## src/design/bsti_pkg.sv

```systemverilog
`timescale 1ns / 1ps
// ----------------------------------------------------------------------------
// bsti_pkg
// Shared types and constants for the binary search tree index: node layout,
// status codes and input order modes.
// ----------------------------------------------------------------------------
package bsti_pkg;

   // node table size and derived widths
   localparam int NODES   = 1024;
   localparam int NODE_AW = $clog2(NODES);
   localparam int LINK_W  = $clog2(NODES + 1);
   localparam int KEY_W   = 32;
   localparam int REC_W   = 20;

   // link value meaning no child (all ones, never below the node count)
   localparam logic [LINK_W-1:0] NO_CHILD = {LINK_W{1'b1}};
   localparam logic [LINK_W-1:0] NODES_L  = LINK_W'(NODES);

   // input order modes
   localparam logic [1:0] ORDER_TREE = 2'd0;
   localparam logic [1:0] ORDER_ASC  = 2'd1;
   localparam logic [1:0] ORDER_DESC = 2'd2;

   // operation codes
   localparam logic OP_INSERT = 1'b0;
   localparam logic OP_SEARCH = 1'b1;

   typedef enum logic [2:0] {
      STATUS_INSERTED  = 3'd0,
      STATUS_DUPLICATE = 3'd1,
      STATUS_FOUND     = 3'd2,
      STATUS_NOT_FOUND = 3'd3,
      STATUS_FULL      = 3'd4
   } status_type;

   // one entry of the node table
   typedef struct packed {
      logic signed [KEY_W-1:0] key;
      logic [REC_W-1:0]        record;
      logic [LINK_W-1:0]       left;
      logic [LINK_W-1:0]       right;
   } node_type;

   // result handed from the walker to the output register
   typedef struct packed {
      status_type       status;
      logic [REC_W-1:0] position;
   } result_type;

endpackage

```

## src/design/bsti_walker.sv

```systemverilog
`timescale 1ns / 1ps
// ----------------------------------------------------------------------------
// bsti_walker
// Sequencer for one transaction: walks the node table one node per cycle,
// hangs a new node under the leaf reached, appends chain nodes, and holds
// the result until the output register takes it.
// ----------------------------------------------------------------------------
module bsti_walker
   import bsti_pkg::*;
(
   input  logic                    clock,
   input  logic                    reset,
   input  logic [1:0]              input_order,
   // request side
   input  logic                    req_valid,
   output logic                    req_ready,
   input  logic                    req_op,
   input  logic signed [KEY_W-1:0] req_key,
   input  logic [REC_W-1:0]        req_record,
   input  logic                    req_last,
   // result side
   output logic                    res_valid,
   input  logic                    res_take,
   output result_type              res_data,
   // node table
   output logic                    wr_en,
   output logic [NODE_AW-1:0]      wr_addr,
   output node_type                wr_data,
   output logic                    rd_en,
   output logic [NODE_AW-1:0]      rd_addr,
   input  node_type                rd_data
);

   typedef enum logic [3:0] {
      ST_IDLE   = 4'b0001,
      ST_CMP    = 4'b0010,
      ST_APPEND = 4'b0100,
      ST_DONE   = 4'b1000
   } state_type;

   state_type               state_ff, state_in;
   logic [LINK_W-1:0]       count_ff, count_in;
   logic [NODE_AW-1:0]      cur_ff, cur_in;
   logic                    op_ff, op_in;
   logic signed [KEY_W-1:0] key_ff, key_in;
   logic [REC_W-1:0]        rec_ff, rec_in;
   logic [LINK_W-1:0]       new_left_ff, new_left_in;
   logic [LINK_W-1:0]       new_right_ff, new_right_in;
   status_type              status_ff, status_in;
   logic [REC_W-1:0]        pos_ff, pos_in;

   logic                    accept;
   logic                    chain_mode;
   logic                    key_eq;
   logic                    key_lt;
   logic [LINK_W-1:0]       next_link;
   logic                    next_ok;
   logic [LINK_W-1:0]       chain_link;

   assign req_ready  = (state_ff == ST_IDLE);
   assign accept     = req_valid && req_ready;
   assign chain_mode = (input_order == ORDER_ASC) || (input_order == ORDER_DESC);
   assign chain_link = req_last ? NO_CHILD : (count_ff + LINK_W'(1));

   // compare against the node just read
   assign key_eq    = (key_ff == rd_data.key);
   assign key_lt    = (key_ff < rd_data.key);
   assign next_link = key_lt ? rd_data.left : rd_data.right;
   assign next_ok   = (next_link < count_ff);

   assign res_valid         = (state_ff == ST_DONE);
   assign res_data.status   = status_ff;
   assign res_data.position = pos_ff;

   // next state and memory control
   always_comb begin
      state_in     = state_ff;
      count_in     = count_ff;
      cur_in       = cur_ff;
      op_in        = op_ff;
      key_in       = key_ff;
      rec_in       = rec_ff;
      new_left_in  = new_left_ff;
      new_right_in = new_right_ff;
      status_in    = status_ff;
      pos_in       = pos_ff;
      rd_en        = 1'b0;
      rd_addr      = '0;
      wr_en        = 1'b0;
      wr_addr      = cur_ff;
      wr_data      = rd_data;

      case (state_ff)
         ST_IDLE: begin
            if (accept) begin
               op_in        = req_op;
               key_in       = req_key;
               rec_in       = req_record;
               pos_in       = '0;
               cur_in       = '0;
               new_left_in  = NO_CHILD;
               new_right_in = NO_CHILD;
               if (req_op == OP_SEARCH) begin
                  if (count_ff == '0) begin
                     status_in = STATUS_NOT_FOUND;
                     state_in  = ST_DONE;
                  end else begin
                     rd_en    = 1'b1;
                     state_in = ST_CMP;
                  end
               end else if (count_ff >= NODES_L) begin
                  status_in = STATUS_FULL;
                  state_in  = ST_DONE;
               end else if (chain_mode) begin
                  if (input_order == ORDER_ASC) begin
                     new_right_in = chain_link;
                  end else begin
                     new_left_in = chain_link;
                  end
                  state_in = ST_APPEND;
               end else if (count_ff == '0) begin
                  state_in = ST_APPEND;
               end else begin
                  rd_en    = 1'b1;
                  state_in = ST_CMP;
               end
            end
         end

         ST_CMP: begin
            if (key_eq) begin
               if (op_ff == OP_SEARCH) begin
                  status_in = STATUS_FOUND;
                  pos_in    = rd_data.record;
               end else begin
                  status_in = STATUS_DUPLICATE;
               end
               state_in = ST_DONE;
            end else if (next_ok) begin
               // descend one level
               rd_en    = 1'b1;
               rd_addr  = next_link[NODE_AW-1:0];
               cur_in   = next_link[NODE_AW-1:0];
            end else if (op_ff == OP_SEARCH) begin
               status_in = STATUS_NOT_FOUND;
               state_in  = ST_DONE;
            end else begin
               // hang the new node under this leaf
               wr_en = 1'b1;
               if (key_lt) begin
                  wr_data.left = count_ff;
               end else begin
                  wr_data.right = count_ff;
               end
               state_in = ST_APPEND;
            end
         end

         ST_APPEND: begin
            wr_en          = 1'b1;
            wr_addr        = count_ff[NODE_AW-1:0];
            wr_data.key    = key_ff;
            wr_data.record = rec_ff;
            wr_data.left   = new_left_ff;
            wr_data.right  = new_right_ff;
            count_in       = count_ff + LINK_W'(1);
            status_in      = STATUS_INSERTED;
            state_in       = ST_DONE;
         end

         ST_DONE: begin
            if (res_take) begin
               state_in = ST_IDLE;
            end
         end

         default: begin
            state_in = ST_IDLE;
         end
      endcase
   end

   // control registers
   always_ff @(posedge clock) begin
      if (reset) begin
         state_ff <= ST_IDLE;
         count_ff <= '0;
      end else begin
         state_ff <= state_in;
         count_ff <= count_in;
      end
   end

   // transaction payload registers
   always_ff @(posedge clock) begin
      cur_ff       <= cur_in;
      op_ff        <= op_in;
      key_ff       <= key_in;
      rec_ff       <= rec_in;
      new_left_ff  <= new_left_in;
      new_right_ff <= new_right_in;
      status_ff    <= status_in;
      pos_ff       <= pos_in;
   end

   // the table never holds more than its size
   a_count_bound: assert property (@(posedge clock) disable iff (reset)
      count_ff <= NODES_L)
      else $error("node count above table size");

   // a cycle never both reads and writes the node table
   a_port_excl: assert property (@(posedge clock) disable iff (reset)
      !(rd_en && wr_en))
      else $error("node table read and write in one cycle");

   // an append adds exactly one node
   a_append_count: assert property (@(posedge clock) disable iff (reset)
      (state_ff == ST_APPEND) |=> (count_ff == $past(count_ff) + LINK_W'(1)))
      else $error("append did not advance node count");

   // the node count moves only on an append
   a_count_hold: assert property (@(posedge clock) disable iff (reset)
      (state_ff != ST_APPEND) |=> $stable(count_ff))
      else $error("node count changed outside append");

endmodule

```

## config.mk

```make
export PLATFORM = sky130hd
export DESIGN_NAME = bsti_walker
export DESIGN_NICKNAME = d
export VERILOG_FILES = /design/src/design/bsti_pkg.sv /design/src/design/bsti_walker.sv
export SDC_FILE = /design/constraint.sdc
export NUM_CORES = 1
export LEC_CHECK = 0
export BUFFER_PORTS_ARGS = -buffer_cell sky130_fd_sc_hd__buf_2
export CAP_MARGIN = 20
export CORE_ASPECT_RATIO = 1.2
export CORE_MARGIN = 2
export CORE_UTILIZATION = 49
export CTS_CLUSTER_DIAMETER = 100
export DETAILED_ROUTE_END_ITERATION = 16
export MAX_ROUTING_LAYER = met4
export PLACE_DENSITY_LB_ADDON = 0.05
export SYNTH_ARGS = -nofsm -noshare
export SYNTH_HDL_FRONTEND = slang
export SYNTH_SLANG_ARGS = --single-unit
```

## constraint.sdc

```tcl
create_clock -name clock -period 15.2 [get_ports clock]
set_clock_uncertainty 0.2 [all_clocks]
set_input_delay 3.04 -clock clock [delete_from_list [all_inputs] [get_ports clock]]
set_output_delay 3.04 -clock clock [all_outputs]
set_load 0.01 [all_outputs]
```

==> results.toml <==
[status]
outcome = "finished clean"

[clocking]
insertion_delay_ns = 0.42
cts_resized = 0
clk_pin_slew_ns = 0.06
clk_path_buf_depth = 2
hold_buffers = 0
cts-root-buf = "clkbuf_16"
cts_buffers = 17
cts_setup_buffers = 0
cts_tree = "done"
cts_max_level = 4
cts_sinks = 123

[sta]
finalWorstSetupSlack_ns = 3.462
hold_viol = 0
slew_violations = 0
period_share_pct = 77.23
slew_headroom_pct = 30.99
timing.fmax_ghz = 0.08519
rsz0062_at_grt = "no"
timing.hold.ws_ns = 0.3743
tns_ns = 0
worst_pin_slew_ns = 1.033
min_period_ns = 11.74
setup_viol = 0

[route]
vias = 6347
dr.max_layer_used = "met4"
wl_met2_um = 10660
first_iter_violations = 436
drt_wl_total_um = 21270
antenna_left = 0
wl_met1_um = 8267
routed_via_density = 5.379
drc = 0
wire_per_inst_um = 18.02
met3_wirelength_um = 1526
dr.pass1.iters = 5

[setup_path]
cp-endpoint = "wr_data[14]"
r2r_start = "key_ff[7]$_DFFE_PP_"
r2r-end = "status_ff[0]$_DFFE_PP_"
critPathRequiredTime_ns = 11.96
path_max_fanout = 16
crit_start = "rd_data[49]"
startpoint_type = "input pin"
reg2reg_depth = 15
cp-end-kind = "primary output"
crit_type = "in -> out"
regToRegSetupSlack_ns = 8.98
critPathArrivalTime_ns = 8.50

[power_and_ir_drop]
p_comb_share_pct = 20.6
power_leakage_nw = 4.000
internal-power_w = 0.0007166
switching_share_pct = 30.14
peakVddDrop_mv = 0.07271
powerDensity_nw_per_um2 = 111.9
power_frac_clock_pct = 37.8
p_seq_share_pct = 41.6
switchingPower_w = 0.0003092

[logic_synthesis]
synth_enable_flop_cells = 108
yosys.cell_types.count = 55
ys_ff_latch = 123
syn_inst = 752
yosys_warnings = 0
synth_area_um2 = 7233
synth-seq-area-share_pct = 48.99
synthArstFlopShare_pct = 0
synthTopCellsByArea = "edfxtp_1 (45%), nand2_1 (9.8%), ha_1 (7.8%)"
postSynthAreaPerCell_um2 = 9.619
synth_top_area_share_pct = 44.84
ys.flop_type = "edfxtp_1"
yosysTopAreaCell = "edfxtp_1"
syn_nets = 931

[layout]
num-fill-cells = 1262
layout_common_cells = "buf_2 (254), nand2_1 (188), edfxtp_1 (108)"
post_route_cells_drive_above_1_share_pct = 32.63
syn2layout_area_growth_pct = 26.78
multi_input_area_um2 = 3291
seq_area_um2 = 3543
final_common_cell = "buf_2"
final_area_um2 = 9170
layout.nets = 1168

[place]
gp_congestion = 0.8744
dp_hpwl_um = 15750
pre_cts_ws_ns = 3.506
placed_area_um2 = 8598
port_buffers = 254

[floorplan]
die_y_um = 137.1
core_um2 = 14410
die-width_um = 114.9
io_pins = 255
die_area_um2 = 15750
rows = 48
start_util_pct = 50.18

[global_route]
grt_pass1_wl_um = 31820
grt-ovfl-total = 0
antenna_found_initial = 2
grt_use_total_pct = 27.75
grt_pass1_vias = 5900
grt_max_degree = 96

[worst_hold_path]
min_path_type = "reg -> reg"

[job]
cap_violations = 0
-- synth_stat cells, types with 2 or more instances --
master / count
nand2_1: 188
edfxtp_1: 108
inv_1: 56
o21ai_0: 50
ha_1: 45
clkbuf_1: 32
nor2_1: 31
a21oi_1: 25
and2_1: 21
o211ai_1: 21
o2111ai_1: 18
xnor2_1: 17
dfxtp_1: 15
mux2i_1: 12
nand4_1: 10
buf_2: 8
nand3_1: 8
nor2_2: 8
a21o_1: 6
nor3_1: 6
nor4_1: 6
o211ai_2: 6
a211oi_1: 5
nand2b_1: 5
or3_1: 5
a31oi_1: 3
nor2b_1: 3
nor4b_1: 3
a211oi_2: 2
buf_4: 2
buf_6: 2
o21ai_1: 2
-- critical path, stage by stage --
cell	delay, ns
buf_2	0.08
inv_1	0.04
ha_1	0.31
a21oi_1	0.15
o21ai_1	0.09
and2_4	0.17
o41ai_4	0.77
a21o_1	0.61
mux2i_1	0.63
inv_1	0.10
ha_1	0.32
nand4_1	0.12
nor2_1	0.12
o21ai_0	0.22
a21oi_1	0.23
a31oi_1	0.16
a211oi_2	0.93
o211ai_1	0.22
buf_2	0.19
-- routing by layer --
| metal | GRT usage [%] | up-vias |
|---|---|---|
| li1 | - | 3140 |
| met1 | 31.67 | 2885 |
| met2 | 45.82 | 275 |
| met3 | 6.156 | 47 |
| met4 | 14.19 | 0 |
| met5 | - | - |
-- kinds of logic (layout without fill, tap and decap cells) --
kind of cell / count (synthesis) / in the layout / synth area share (%)
XOR/XNOR: 17 / 17 / 2.058
flip-flops: 123 / 123 / 48.99
buffers and inverters: 101 / 351 / 5.691
adder cells (fa/ha/maj): 45 / 45 / 7.784
AND/OR/NAND/NOR: 305 / 305 / 19.41
multiplexers: 13 / 13 / 1.816
AO/OA/AOI/OAI: 148 / 148 / 14.25
other: 0 / 3 / 0
-- stage by stage --
stage                     util (%)  total power, W  cells
after floorplan                  -       0.0005617    752
after global placement       59.65       0.0006422   1145
after detailed placement     59.65       0.0006449   1145
after CTS                    63.57        0.001033   1177
after global routing         63.60        0.001071   1179
final                        63.62        0.001026   1180
-- flip-flops by register name (all words and copies together), names as in the netlist --
register	flops
state_ff	4
new_right_ff	11
new_left_ff	11
op_ff	1
key_ff	32
cur_ff	10
rec_ff	20
status_ff	3
count_ff	11
pos_ff	20
-- power by group through the flow --
stage | clock network, W | registers (W) | logic [W]
6_report | 0.000387 | 0.000427 | 0.000211
5_1_grt | 0.000406 | 0.000431 | 0.000233
4_1_cts | 0.000393 | 0.000427 | 0.000212
3_5_place_dp | 0 | 0.000434 | 0.000211
3_3_place_gp | 0 | 0.000433 | 0.000209
2_1_floorplan | 0 | 0.000437 | 0.000125
-- cell type report --
type                       count  share of cell area [%]
clock inverter                15                   1.515
clock buffer                  17                   4.639
antenna                        3                 0.08187
tap                          175                   2.388
multi-input combinational    528                   35.88
inverter                      57                   2.333
sequential                   123                   38.64
timing repair buffer         262                   14.52
-- worst min path at each step --
stage	to	startpoint	slack [ns]	depth (start not counted)
global route	count_ff[1]$_SDFFE_PP0P_	count_ff[1]$_SDFFE_PP0P_	0.40	2
CTS	count_ff[4]$_SDFFE_PP0P_	count_ff[4]$_SDFFE_PP0P_	0.37	2
global placement	count_ff[3]$_SDFFE_PP0P_	count_ff[3]$_SDFFE_PP0P_	0.34	2
detailed placement	count_ff[1]$_SDFFE_PP0P_	count_ff[1]$_SDFFE_PP0P_	0.36	2
floorplan	count_ff[1]$_SDFFE_PP0P_	count_ff[1]$_SDFFE_PP0P_	0.28	2
finish	count_ff[4]$_SDFFE_PP0P_	count_ff[4]$_SDFFE_PP0P_	0.37	2
No activity file was read; power rests on OpenSTA's default activity.
